### config.mk
export PLATFORM = sky130hd
export DESIGN_NAME = base64_decode_image_sniff_core_flat
export DESIGN_NICKNAME = d
export VERILOG_FILES = /design/src/rtl/b64s_pkg.sv /design/src/rtl/b64s_req_if.sv /design/src/rtl/b64s_rsp_if.sv /design/src/rtl/base64_decode_image_sniff_core.sv /design/src/flat_wrapper.sv
export SDC_FILE = /design/constraint.sdc
export NUM_CORES = 1
export LEC_CHECK = 0
export BUFFER_PORTS_ARGS = -buffer_cell sky130_fd_sc_hd__buf_2
export CAP_MARGIN = 20
export CORE_MARGIN = 3
export CORE_UTILIZATION = 55
export DETAILED_ROUTE_END_ITERATION = 16
export GPL_TIMING_DRIVEN = 1
export PLACE_DENSITY = 0.72
export SLEW_MARGIN = 20
export SYNTH_ARGS = -nofsm -noshare
export SYNTH_HDL_FRONTEND = slang
export SYNTH_SLANG_ARGS = --single-unit
### constraint.sdc
create_clock -name clock -period 4.7 [get_ports clock]
set_clock_uncertainty 0.05 [all_clocks]
set_input_delay 0.47 -clock clock [delete_from_list [all_inputs] [get_ports clock]]
set_output_delay 0.47 -clock clock [all_outputs]
set_load 0.05 [all_outputs]
### src/rtl/b64s_pkg.sv
// Shared types, codes and signature tables for the base64 decoder with image sniffing.
`timescale 1ns / 1ps

package b64s_pkg;

   // Number of header bytes kept per stream (default for the top-level parameter)
   localparam int HEADER_BYTES_DEF = 8;

   // Result queue depth and index widths
   localparam int RSP_DEPTH = 4;
   localparam int RSP_PTR_W = $clog2(RSP_DEPTH);
   localparam int RSP_CNT_W = $clog2(RSP_DEPTH + 1);

   // Accumulator geometry
   localparam int ACC_W     = 12;
   localparam int PEND_W    = 3;
   localparam int SEXTET_W  = 6;

   // Result item kinds
   localparam logic KIND_DATA   = 1'b0;
   localparam logic KIND_REPORT = 1'b1;

   // Image format codes
   typedef enum logic [1:0] {
      FMT_PNG  = 2'd0,
      FMT_GIF  = 2'd1,
      FMT_BMP  = 2'd2,
      FMT_JPEG = 2'd3
   } fmt_type;

   // Signature table, checked in order; the first hit wins
   localparam int SIG_COUNT = 10;
   localparam int SIG_MAX   = 8;

   localparam logic [3:0] SIG_LEN [SIG_COUNT] = '{
      4'd8, 4'd6, 4'd6, 4'd2, 4'd4, 4'd4, 4'd4, 4'd4, 4'd4, 4'd4
   };

   localparam fmt_type SIG_FMT [SIG_COUNT] = '{
      FMT_PNG, FMT_GIF, FMT_GIF, FMT_BMP,
      FMT_JPEG, FMT_JPEG, FMT_JPEG, FMT_JPEG, FMT_JPEG, FMT_JPEG
   };

   localparam logic [7:0] SIG_BYTES [SIG_COUNT][SIG_MAX] = '{
      '{8'h89, 8'h50, 8'h4E, 8'h47, 8'h0D, 8'h0A, 8'h1A, 8'h0A},
      '{8'h47, 8'h49, 8'h46, 8'h38, 8'h37, 8'h61, 8'h00, 8'h00},
      '{8'h47, 8'h49, 8'h46, 8'h38, 8'h39, 8'h61, 8'h00, 8'h00},
      '{8'h42, 8'h4D, 8'h00, 8'h00, 8'h00, 8'h00, 8'h00, 8'h00},
      '{8'hFF, 8'hD8, 8'hFF, 8'hDB, 8'h00, 8'h00, 8'h00, 8'h00},
      '{8'hFF, 8'hD8, 8'hFF, 8'hE0, 8'h00, 8'h00, 8'h00, 8'h00},
      '{8'hFF, 8'hD8, 8'hFF, 8'hE1, 8'h00, 8'h00, 8'h00, 8'h00},
      '{8'hFF, 8'hD8, 8'hFF, 8'hE2, 8'h00, 8'h00, 8'h00, 8'h00},
      '{8'hFF, 8'hD8, 8'hFF, 8'hE3, 8'h00, 8'h00, 8'h00, 8'h00},
      '{8'hFF, 8'hD8, 8'hFF, 8'hE8, 8'h00, 8'h00, 8'h00, 8'h00}
   };

   // One result item as held in the result queue
   typedef struct packed {
      logic       item_kind;
      logic [7:0] out_byte;
      fmt_type    image_format;
      logic       last_item;
   } rsp_item_type;

   // Base64 character decode: bit 6 flags a character of the alphabet
   function automatic logic [SEXTET_W:0] sextet_of(input logic [7:0] ch);
      logic [SEXTET_W:0] res;
      res = '0;
      case (ch) inside
         [8'h41:8'h5A]: res = {1'b1, 6'(ch - 8'h41)};          // A-Z
         [8'h61:8'h7A]: res = {1'b1, 6'(ch - 8'h61 + 8'd26)};  // a-z
         [8'h30:8'h39]: res = {1'b1, 6'(ch - 8'h30 + 8'd52)};  // 0-9
         8'h2B:         res = {1'b1, 6'd62};                   // plus
         8'h2F:         res = {1'b1, 6'd63};                   // slash
         default:       res = '0;
      endcase
      return res;
   endfunction

endpackage

### src/rtl/b64s_req_if.sv
// Input channel: one character or raw byte per item.
`timescale 1ns / 1ps

interface b64s_req_if;
   logic       valid;
   logic       ready;
   logic [7:0] char_code;
   logic       last_char;

   modport source (output valid, output char_code, output last_char, input ready);
   modport sink   (input valid, input char_code, input last_char, output ready);
endinterface

### src/rtl/b64s_rsp_if.sv
// Result channel: decoded data bytes and the closing format report.
`timescale 1ns / 1ps

interface b64s_rsp_if;
   logic       valid;
   logic       ready;
   logic       item_kind;
   logic [7:0] out_byte;
   logic [1:0] image_format;
   logic       last_item;

   modport source (output valid, output item_kind, output out_byte, output image_format,
                   output last_item, input ready);
   modport sink   (input valid, input item_kind, input out_byte, input image_format,
                   input last_item, output ready);
endinterface

### src/rtl/base64_decode_image_sniff_core.sv
// Base64 / raw byte stream decoder with header capture and image format sniffing.
// An accepted item is held in the input register and decoded from there; its results go to the queue and show on rsp.
// Throughput: one item per cycle while the queue has room; a final item with a data byte queues two results.
// Input ready follows a four-entry result queue, which takes an item while two slots are free.
// Reset (synchronous, active high) empties the queue and input register, clears the
// accumulator and header count, and selects base64 mode.
`timescale 1ns / 1ps

module base64_decode_image_sniff_core #(
   parameter int HEADER_BYTES = b64s_pkg::HEADER_BYTES_DEF
) (
   input  logic         clock,
   input  logic         reset,
   b64s_req_if.sink     req_ch,
   b64s_rsp_if.source   rsp_ch,
   input  logic         csr_wr_en,
   input  logic         csr_wr_data
);

   localparam int HDR_CNT_W = $clog2(HEADER_BYTES + 1);
   localparam int HDR_IDX_W = $clog2(HEADER_BYTES);

   // Mode register
   logic mode_ff;

   // Input register
   logic       stg_valid_ff;
   logic [7:0] stg_char_ff;
   logic       stg_last_ff;

   // Stream state
   logic [b64s_pkg::ACC_W-1:0]  acc_ff,  acc_in;
   logic [b64s_pkg::PEND_W-1:0] pend_ff, pend_in;
   logic [7:0]                  hdr_ff [HEADER_BYTES];
   logic [HDR_CNT_W-1:0]        hdr_cnt_ff, hdr_cnt_in;

   // Result queue
   b64s_pkg::rsp_item_type        rq_ff [b64s_pkg::RSP_DEPTH];
   logic [b64s_pkg::RSP_PTR_W-1:0] rd_ptr_ff, wr_ptr_ff;
   logic [b64s_pkg::RSP_CNT_W-1:0] rq_cnt_ff;

   logic rq_room;
   logic process;
   logic pop;

   // Decode signals
   logic [b64s_pkg::SEXTET_W:0]   sx;
   logic [b64s_pkg::ACC_W-1:0]    acc_shift;
   logic [b64s_pkg::PEND_W:0]     pend_sum;
   logic [b64s_pkg::PEND_W-1:0]   pend_left;
   logic                          have_byte;
   logic [7:0]                    byte_val;
   logic                          keep;
   logic [7:0]                    hdr_view [HEADER_BYTES];
   logic [HDR_CNT_W-1:0]          cnt_view;
   logic [b64s_pkg::SIG_COUNT-1:0] sig_hit;
   b64s_pkg::fmt_type             fmt;

   b64s_pkg::rsp_item_type data_item, rpt_item;
   b64s_pkg::rsp_item_type push0, push1;
   logic [1:0]             push_n;

   // Take a new item while the input register empties this cycle
   assign rq_room      = rq_cnt_ff <= b64s_pkg::RSP_CNT_W'(b64s_pkg::RSP_DEPTH - 2);
   assign process      = stg_valid_ff && rq_room;
   assign req_ch.ready = !stg_valid_ff || rq_room;
   assign pop          = rsp_ch.valid && rsp_ch.ready;

   // Decode one character against the current accumulator
   always_comb begin
      sx        = b64s_pkg::sextet_of(stg_char_ff);
      acc_shift = {acc_ff[b64s_pkg::ACC_W-b64s_pkg::SEXTET_W-1:0],
                   sx[b64s_pkg::SEXTET_W-1:0]};
      pend_sum  = {1'b0, pend_ff} + (b64s_pkg::PEND_W+1)'(b64s_pkg::SEXTET_W);
      pend_left = b64s_pkg::PEND_W'(pend_sum - (b64s_pkg::PEND_W+1)'(8));
      acc_in    = acc_ff;
      pend_in   = pend_ff;
      have_byte = 1'b0;
      byte_val  = stg_char_ff;
      if (mode_ff) begin
         if (sx[b64s_pkg::SEXTET_W]) begin
            acc_in = acc_shift;
            if (pend_sum >= (b64s_pkg::PEND_W+1)'(8)) begin
               pend_in   = pend_left;
               have_byte = 1'b1;
               byte_val  = 8'(acc_shift >> pend_left);
            end else begin
               pend_in = b64s_pkg::PEND_W'(pend_sum);
            end
         end
      end else begin
         have_byte = 1'b1;
      end
      // End of stream drops leftover bits
      if (stg_last_ff) begin
         acc_in  = '0;
         pend_in = '0;
      end
   end

   // Header view including the byte stored this cycle
   assign keep = have_byte && (hdr_cnt_ff < HDR_CNT_W'(HEADER_BYTES));

   always_comb begin
      for (int i = 0; i < HEADER_BYTES; i++) begin
         hdr_view[i] = (keep && hdr_cnt_ff == HDR_CNT_W'(i)) ? byte_val : hdr_ff[i];
      end
      cnt_view   = hdr_cnt_ff + HDR_CNT_W'(keep);
      hdr_cnt_in = stg_last_ff ? '0 : cnt_view;
   end

   // Match each signature, then take the first hit in table order
   always_comb begin
      for (int s = 0; s < b64s_pkg::SIG_COUNT; s++) begin
         sig_hit[s] = cnt_view >= HDR_CNT_W'(b64s_pkg::SIG_LEN[s]);
         for (int i = 0; i < b64s_pkg::SIG_MAX; i++) begin
            if (i < int'(b64s_pkg::SIG_LEN[s]) && hdr_view[i] != b64s_pkg::SIG_BYTES[s][i]) begin
               sig_hit[s] = 1'b0;
            end
         end
      end
      fmt = b64s_pkg::FMT_JPEG;
      for (int s = b64s_pkg::SIG_COUNT - 1; s >= 0; s--) begin
         if (sig_hit[s]) begin
            fmt = b64s_pkg::SIG_FMT[s];
         end
      end
   end

   // Build the results of this item
   always_comb begin
      data_item.item_kind    = b64s_pkg::KIND_DATA;
      data_item.out_byte     = byte_val;
      data_item.image_format = b64s_pkg::FMT_PNG;
      data_item.last_item    = 1'b0;
      rpt_item.item_kind     = b64s_pkg::KIND_REPORT;
      rpt_item.out_byte      = 8'h00;
      rpt_item.image_format  = fmt;
      rpt_item.last_item     = 1'b1;
      push0  = have_byte ? data_item : rpt_item;
      push1  = rpt_item;
      push_n = 2'(have_byte) + 2'(stg_last_ff);
      if (!process) begin
         push_n = 2'd0;
      end
   end

   // Drive the result channel from the queue head
   assign rsp_ch.valid        = rq_cnt_ff != '0;
   assign rsp_ch.item_kind    = rq_ff[rd_ptr_ff].item_kind;
   assign rsp_ch.out_byte     = rq_ff[rd_ptr_ff].out_byte;
   assign rsp_ch.image_format = rq_ff[rd_ptr_ff].image_format;
   assign rsp_ch.last_item    = rq_ff[rd_ptr_ff].last_item;

   // Control registers
   always_ff @(posedge clock) begin
      if (reset) begin
         mode_ff      <= 1'b1;
         stg_valid_ff <= 1'b0;
         acc_ff       <= '0;
         pend_ff      <= '0;
         hdr_cnt_ff   <= '0;
         rd_ptr_ff    <= '0;
         wr_ptr_ff    <= '0;
         rq_cnt_ff    <= '0;
      end else begin
         if (csr_wr_en) begin
            mode_ff <= csr_wr_data;
         end
         if (req_ch.ready) begin
            stg_valid_ff <= req_ch.valid;
         end
         if (process) begin
            acc_ff     <= acc_in;
            pend_ff    <= pend_in;
            hdr_cnt_ff <= hdr_cnt_in;
         end
         if (pop) begin
            rd_ptr_ff <= rd_ptr_ff + 1'b1;
         end
         wr_ptr_ff <= wr_ptr_ff + b64s_pkg::RSP_PTR_W'(push_n);
         rq_cnt_ff <= rq_cnt_ff + b64s_pkg::RSP_CNT_W'(push_n)
                      - b64s_pkg::RSP_CNT_W'(pop);
      end
   end

   // Payload registers
   always_ff @(posedge clock) begin
      if (req_ch.ready && req_ch.valid) begin
         stg_char_ff <= req_ch.char_code;
         stg_last_ff <= req_ch.last_char;
      end
      if (process && keep) begin
         hdr_ff[hdr_cnt_ff[HDR_IDX_W-1:0]] <= byte_val;
      end
      if (push_n != 2'd0) begin
         rq_ff[wr_ptr_ff] <= push0;
      end
      if (push_n == 2'd2) begin
         rq_ff[wr_ptr_ff + 1'b1] <= push1;
      end
   end

`ifndef SYNTHESIS
   // Queue never overfills
   a_rq_bound: assert property (@(posedge clock) disable iff (reset)
      rq_cnt_ff <= b64s_pkg::RSP_CNT_W'(b64s_pkg::RSP_DEPTH))
      else $error("result queue overflow");

   // Six-bit steps minus eight keep the pending count even
   a_pend_even: assert property (@(posedge clock) disable iff (reset)
      !pend_ff[0])
      else $error("odd pending bit count");

   // A final item restarts the stream
   a_stream_restart: assert property (@(posedge clock) disable iff (reset)
      process && stg_last_ff |=> hdr_cnt_ff == '0 && pend_ff == '0 && acc_ff == '0)
      else $error("stream state not cleared after final item");

   // A held item with no queue room blocks the input
   a_backpressure: assert property (@(posedge clock) disable iff (reset)
      stg_valid_ff && !rq_room |-> !req_ch.ready)
      else $error("input accepted while queue lacks room");

   // Each processed final item pushes exactly one report as its last result; checked as a non-empty queue
   a_report_push: assert property (@(posedge clock) disable iff (reset)
      process && stg_last_ff |=> rq_cnt_ff != '0)
      else $error("report not queued");
`endif

endmodule
### src/flat_wrapper.sv
// flat-port wrapper written by rule: the top's interface ports become plain ports
module base64_decode_image_sniff_core_flat 
#(
   parameter int HEADER_BYTES = b64s_pkg::HEADER_BYTES_DEF
)
  (clock, reset, csr_wr_en, csr_wr_data, req_ch_valid, req_ch_char_code, req_ch_last_char, req_ch_ready, rsp_ch_valid, rsp_ch_item_kind, rsp_ch_out_byte, rsp_ch_image_format, rsp_ch_last_item, rsp_ch_ready);
  b64s_req_if req_ch_i ();
  b64s_rsp_if rsp_ch_i ();
  input  logic clock;
  input  logic reset;
  input  logic csr_wr_en;
  input  logic csr_wr_data;
  input wire logic [$bits(req_ch_i.valid)-1:0] req_ch_valid;
  input wire logic [$bits(req_ch_i.char_code)-1:0] req_ch_char_code;
  input wire logic [$bits(req_ch_i.last_char)-1:0] req_ch_last_char;
  output wire logic [$bits(req_ch_i.ready)-1:0] req_ch_ready;
  output wire logic [$bits(rsp_ch_i.valid)-1:0] rsp_ch_valid;
  output wire logic [$bits(rsp_ch_i.item_kind)-1:0] rsp_ch_item_kind;
  output wire logic [$bits(rsp_ch_i.out_byte)-1:0] rsp_ch_out_byte;
  output wire logic [$bits(rsp_ch_i.image_format)-1:0] rsp_ch_image_format;
  output wire logic [$bits(rsp_ch_i.last_item)-1:0] rsp_ch_last_item;
  input wire logic [$bits(rsp_ch_i.ready)-1:0] rsp_ch_ready;
  assign req_ch_i.valid = req_ch_valid;
  assign req_ch_i.char_code = req_ch_char_code;
  assign req_ch_i.last_char = req_ch_last_char;
  assign req_ch_ready = req_ch_i.ready;
  assign rsp_ch_valid = rsp_ch_i.valid;
  assign rsp_ch_item_kind = rsp_ch_i.item_kind;
  assign rsp_ch_out_byte = rsp_ch_i.out_byte;
  assign rsp_ch_image_format = rsp_ch_i.image_format;
  assign rsp_ch_last_item = rsp_ch_i.last_item;
  assign rsp_ch_i.ready = rsp_ch_ready;
  base64_decode_image_sniff_core #(.HEADER_BYTES(HEADER_BYTES)) u_core (.clock(clock), .reset(reset), .req_ch(req_ch_i), .rsp_ch(rsp_ch_i), .csr_wr_en(csr_wr_en), .csr_wr_data(csr_wr_data));
endmodule
Word-level counts from Yosys, hierarchy flattened
Memory sizes are Yosys's and may differ from the RTL's. A register that Yosys moved wholly into a read port is not among the register bits. Index checks and enable logic that the tools add are counted.

Register bits after elaboration: 31. Bits in latches: 0. Bits in writable memories: 112. Memory bits (read-only): 0. Input bits: 15. Output and inout port bits: 14. Word-level logic and storage cells: 149. Memories kept: 2.

Memory list: u_core.hdr_ff (words 8, bits a word 8, rd ports 8, clocked after memory_dff 0, write ports 1, RTL line base64_decode_image_sniff_core.sv:34) `logic [7:0] hdr_ff [HEADER_BYTES];`; u_core.rq_ff (words 4, bits a word 12, rd ports 1, clocked after memory_dff 1, write ports 2, RTL line base64_decode_image_sniff_core.sv:38) `b64s_pkg::rsp_item_type rq_ff [b64s_pkg::RSP_DEPTH];`.

Add/sub/neg operators: 14. $mul: 0. Divide/modulo/power cells: 0. Magnitude comparators: 12. Equal/unequal tests: 27. Shift operators: 1. Muxes and demuxes: 59. Bitwise logic cells: 0. Reduce and logical (&&, ||, !) cells: 24.

Operator list (number): 8-bit 2-to-1 mux (11); 8-bit by 7-bit inequality test with 1-bit output (second input constant) (9); 7-bit 2-to-1 mux (5); 1-bit 2-to-1 mux (28); 8-bit by 4-bit inequality test with 1-bit output (second input constant) (3); 8-bit by 6-bit inequality test with 1-bit output (second input constant) (3); 6-bit 2-to-1 mux (3); 4-bit by 3-bit equality test with 1-bit output (second input constant) (4); 8-bit by 6-bit equality test with 1-bit output (second input constant) (2); 8-bit by 7-bit >= comparator with 1-bit output (second input constant) (2); 8-bit by 7-bit less-or-equal comparator with 1-bit output (second input constant) (2); 1-bit logical AND (16); 12-bit 2-to-1 mux (1); 2-bit 2-to-1 mux (6); 3-bit 2-to-1 mux (4); 12-bit by 3-bit right shift with 8-bit output (1); 6-bit subtractor (second input constant) (2); 4-bit by 2-bit equality test with 1-bit output (second input constant) (2); 4-bit >= comparator (second input constant) (2); 8-bit by 6-bit >= comparator with 1-bit output (second input constant) (1); 8-bit by 6-bit less-or-equal comparator with 1-bit output (second input constant) (1); 8-bit by 5-bit inequality test with 1-bit output (second input constant) (1); 8-bit inequality test (second input constant) (1); 6-bit by 5-bit adder with 6-bit output (second input constant) (1); 23 further kinds (26).

Depth between registers and ports, before layout
Depth after elaboration: 22. Depth in mapped cells: 20. Gate-level depth less buffers: 18.

Worst setup path before layout
OpenSTA, ideal clock, no wires.

Kind: flip-flop to flip-flop. Start: register u_core.stg_char_ff[2]. End: register u_core.rq_cnt_ff[2] (netlist name). Library setup time: 0.128 ns. Arrival: 3.999 ns. Required time: 4.522 ns. Slack: 0.524 ns. Stages on the path, launching flop included: 21. Buffers on the path: 2. Clock period less this slack: 4.176 ns. Path through: edfxtp_1 buf_2 inv_1 ha_1 nor2b_1 a21boi_1 nor3_1 nor2_1 nor2_1 nor2_1 clkinv_1 ha_1 clkbuf_1 nand2_1 inv_1 ha_1 inv_1 fa_1 xnor2_1 xnor2_1 nor2_1.

Word-level cells in the longest chain between the ends: 12. Elaborated cells between the ends (all ways): 22. Classes of those cells: add/sub: 3; order compare: 6; eq/ne: 2; mux: 8; reduce/logical: 3.

Ends and longest elaborated chain: start, declared (RTL line base64_decode_image_sniff_core.sv:28) `logic [7:0] stg_char_ff;`; start signal, assigned (RTL line base64_decode_image_sniff_core.sv:190) `stg_char_ff <= req_ch.char_code;`; branches (longest 5 deep; another with 8-bit by 6-bit >= comparator with 1-bit output); 7-bit 2-to-1 mux * (RTL line b64s_pkg.sv:69) `case (ch) inside`; 1-bit 2-to-1 mux * (RTL line base64_decode_image_sniff_core.sv:81) `if (sx[b64s_pkg::SEXTET_W]) begin`; 1-bit 2-to-1 mux * (RTL line base64_decode_image_sniff_core.sv:80) `if (mode_ff) begin`; 1-bit by 1-bit adder with 2-bit output * (RTL line base64_decode_image_sniff_core.sv:142) `push_n = 2'(have_byte) + 2'(stg_last_ff);`; 2-bit 2-to-1 mux * (RTL line base64_decode_image_sniff_core.sv:143) `if (!process) begin`; 3-bit by 2-bit adder with 3-bit output * (RTL line base64_decode_image_sniff_core.sv:182) `rq_cnt_ff <= rq_cnt_ff + b64s_pkg::RSP_CNT_W'(push_n)`; 3-bit by 1-bit subtractor with 3-bit output * (RTL line base64_decode_image_sniff_core.sv:183) `- b64s_pkg::RSP_CNT_W'(pop);`; end signal, assigned (RTL line base64_decode_image_sniff_core.sv:182); end, declared (RTL line base64_decode_image_sniff_core.sv:40) `logic [b64s_pkg::RSP_CNT_W-1:0] rq_cnt_ff;`.

Every way passes the cells marked *. A chain may end at the register's enable or synchronous reset.

==> results.py <==
metrics = {
    "place": {
        "dp_hpwl_mm": 14.29,
        "port_buffers": 28,
        "gp_congestion": 0.9821,
    },
    "logic_synthesis": {
        "synth_seq_area_share": 0.4931,
        "synth_top_area_share": 0.3319,
        "synth_top_area_cell": "edfxtp_1",
        "synth_cells": 706,
        "syn_avg_cell_area_um2": 10.38,
        "synth_area_leaders": "edfxtp_1 33%, dfxtp_1 16%, nor2_1 3.5%",
        "syn_area_um2": 7328,
        "yosysMostFrequentCell": "edfxtp_1",
        "ys_seq_elements": 140,
        "ys_top_cells_by_count": "81 x edfxtp_1, 69 x nor2_1, 65 x nand2_1",
        "yosysWarnings": 0,
        "synth_enable_flop_cells": 81,
        "synthArstFlopShare": 0,
        "ys_types": 93,
        "syn-num-nets": 738,
        "ys.flop_type": "edfxtp_1",
    },
    "worst_setup_path": {
        "cp_top_family": "simple AND/OR/NAND/NOR gates",
        "crit_fanout": 12,
        "r2r_setup_slack_ps": 380,
        "end_kind": "register",
        "crit_buf_inv": 3,
        "crit_type": "reg -> reg",
        "crit_top_cell": "ha_1",
        "cp-start-kind": "register",
        "arrival_ps": 4440,
        "cpPeakStageDelay_ps": 490,
        "cp.required_ps": 4830,
        "worstPathCellList": "inv_1 > ha_1 > a21oi_2 > nor3_2 > or3_1 > a31o_2 > inv_2 > ha_1 > nand3_1 > xnor2_1 > buf_4 > a21oi_1 > a2111o_1 > nor4_1 > and4_1 > a32oi_1 > and2_1",
        "critical-path-slowest-cell": "or3_1",
    },
    "cells_and_area": {
        "fin_nets": 788,
        "diodes": 0,
        "area_growth_pct": 14.72,
        "layout-drive-gt1-share": 0.1821,
        "final_core_util": 0.6555,
        "n_fill_cell": 1042,
    },
    "power_and_ir_drop": {
        "power_frac_comb": 0.216,
        "p_clk_frac": 0.365,
        "power_mw": 3.552,
        "switchingPower_mw": 1.137,
        "power_density_nw_per_um2": 422.5,
        "p_int_mw": 2.414,
        "switching_share": 0.3202,
        "p_seq_frac": 0.419,
        "ir_worst_vdd_mv": 0.3180,
        "power_leakage_nw": 3.089,
    },
    "route": {
        "wl_met2_mm": 9.347,
        "drt_iter0_drc": 682,
        "final_antenna_net_count": 0,
        "met3WireLength_mm": 1.353,
        "first_pass_iters": 5,
        "wl_per_cell_um": 20.79,
        "drcViolationCount": 0,
        "highest_layer": "met4",
        "viasPerCell": 6.389,
        "wl_met1_mm": 8.292,
        "num_vias": 6012,
        "wirelength_mm": 19.57,
    },
    "floorplanning": {
        "ioPinCount": 29,
        "die_area_um2": 14750,
        "die_w_um": 121.4,
        "core_um2": 12820,
        "num_rows": 41,
        "initial_utilization": 0.5714,
        "die_h_um": 121.4,
    },
    "outcome": {
        "status": "completed",
    },
    "run": {
        "cap_violations": 0,
    },
    "global_route": {
        "grt_pass1_vias": 5848,
        "grt_usage": 0.2816,
        "antenna_found_initial": 0,
        "grt_overflow": 0,
        "grt_pass1_wl_mm": 31.51,
        "grt_max_degree": 23,
    },
    "clocking": {
        "cts_tree": "done",
        "numCtsBuffers": 17,
        "cts_hold_buf": 0,
        "cts_max_path_buffers": 2,
        "cts_num_sinks": 140,
        "worstSkewPairLatency_ps": 430,
        "h-tree-depth": 4,
        "clk_pin_slew_ps": 60,
        "clockRootBuffer": "clkbuf_16",
    },
    "sta": {
        "finalCriticalPeriod_ps": 4316,
        "tightest_slew_ps": 921.5,
        "period_share": 0.9183,
        "slew_violations": 0,
        "finalSetupViolCount": 0,
        "slew_headroom": 0.3809,
        "max_freq_mhz": 231.7,
        "finalHoldViolCount": 0,
    },
    "worst_hold_path": {
        "hold_path.class": "in -> reg",
    },
}
## flip-flops by register name (all words and copies together), names as in the netlist, named ones only
name                 count
u_core.hdr_ff           64
u_core.rq_ff            44
u_core.stg_char_ff       8
u_core.acc_ff            6
u_core.hdr_cnt_ff        4
u_core.rq_cnt_ff         3
u_core.pend_ff           2
u_core.rd_ptr_ff         2
u_core.wr_ptr_ff         2
u_core.mode_ff           1
u_core.stg_last_ff       1
u_core.stg_valid_ff      1
## worst register-to-register path, delay by kind of cell (launching register included)
family / cells / cell delay [ps]
simple gates: 6 / 1280
compound gates: 5 / 1100
flops: 1 / 430
buf+inv: 3 / 480
xor+xnor: 1 / 250
fa+ha+maj: 2 / 500
## power groups by stage
stage                     logic, mW  clock network, mW  registers, mW
after floorplan               0.614                  0           1.46
after global placement        0.732                  0           1.51
after detailed placement      0.747                  0           1.51
after CTS                     0.758               1.32           1.49
after global routing          0.832               1.38           1.50
final                         0.768               1.30           1.49
## kinds of logic after synthesis
family	synth area share
simple gates	0.1977
fa+ha+maj	0.03005
compound gates	0.1765
mux	0.04815
flops	0.4931
xor+xnor	0.01673
buf+inv	0.03773
## cells in the final DEF (no fill, tap or decap), types with 10 or more instances in the layout
master,instances
a21oi_1,21
a22o_1,22
a31oi_1,13
buf_2,28
buf_4,30
clkbuf_16,17
dfxtp_1,59
edfxtp_1,81
ha_1,15
inv_1,33
mux4_2,11
nand2_1,65
nand2b_1,10
nand3_1,16
nor2_1,68
nor2b_1,12
nor3_1,27
o21ai_0,28
xnor2_1,11
## layer usage
metal / up-vias / GRT usage
met5: - / 0
met4: 0 / 0.1050
met3: 53 / 0.06620
met2: 292 / 0.4525
met1: 2883 / 0.3721
li1: 2784 / -
## metrics by stage
stage	TNS, ps	cell area, um^2	cells	setup WS (ps)	hold WS, ps
6_report	0	8407	941	383.8	161.1
5_1_grt	-2.939	8407	941	-2.939	148.4
4_1_cts	0	8315	933	80.45	146.8
3_5_place_dp	0	7735	901	134.5	391.7
3_3_place_gp	0	7735	901	202.8	377.7
2_1_floorplan	0	7328	706	523.8	367.7
## cell type report
class / instances / area, um^2 / share of cell area
Timing Repair Buffer: 59 / 385.4 / 0.04584
Tap cell: 172 / 215.2 / 0.02560
Sequential cell: 140 / 3613 / 0.4298
Multi-Input combinational cell: 500 / 3470 / 0.4127
Clock inverter: 15 / 155.1 / 0.01846
Inverter: 38 / 142.6 / 0.01697
Clock buffer: 17 / 425.4 / 0.05060
## timing repair
action,in CTS,in global routing
setup endpoints to repair,0,47
gates resized for setup,0,6
setup buffers,0,8
## final timing paths
kind | from | to | cells past startpoint
min | req_ch_char_code[4] | u_core.stg_char_ff[4] | 1
min reg2reg | u_core.rq_ff[3][3] | u_core.rq_ff[3][3] | 2
max | u_core.stg_char_ff[2] | u_core.rq_ff[0][2] | 17
max reg2reg | u_core.stg_char_ff[2] | u_core.rq_ff[0][2] | 17
Note: power is estimated with default switching activity, not from simulation.
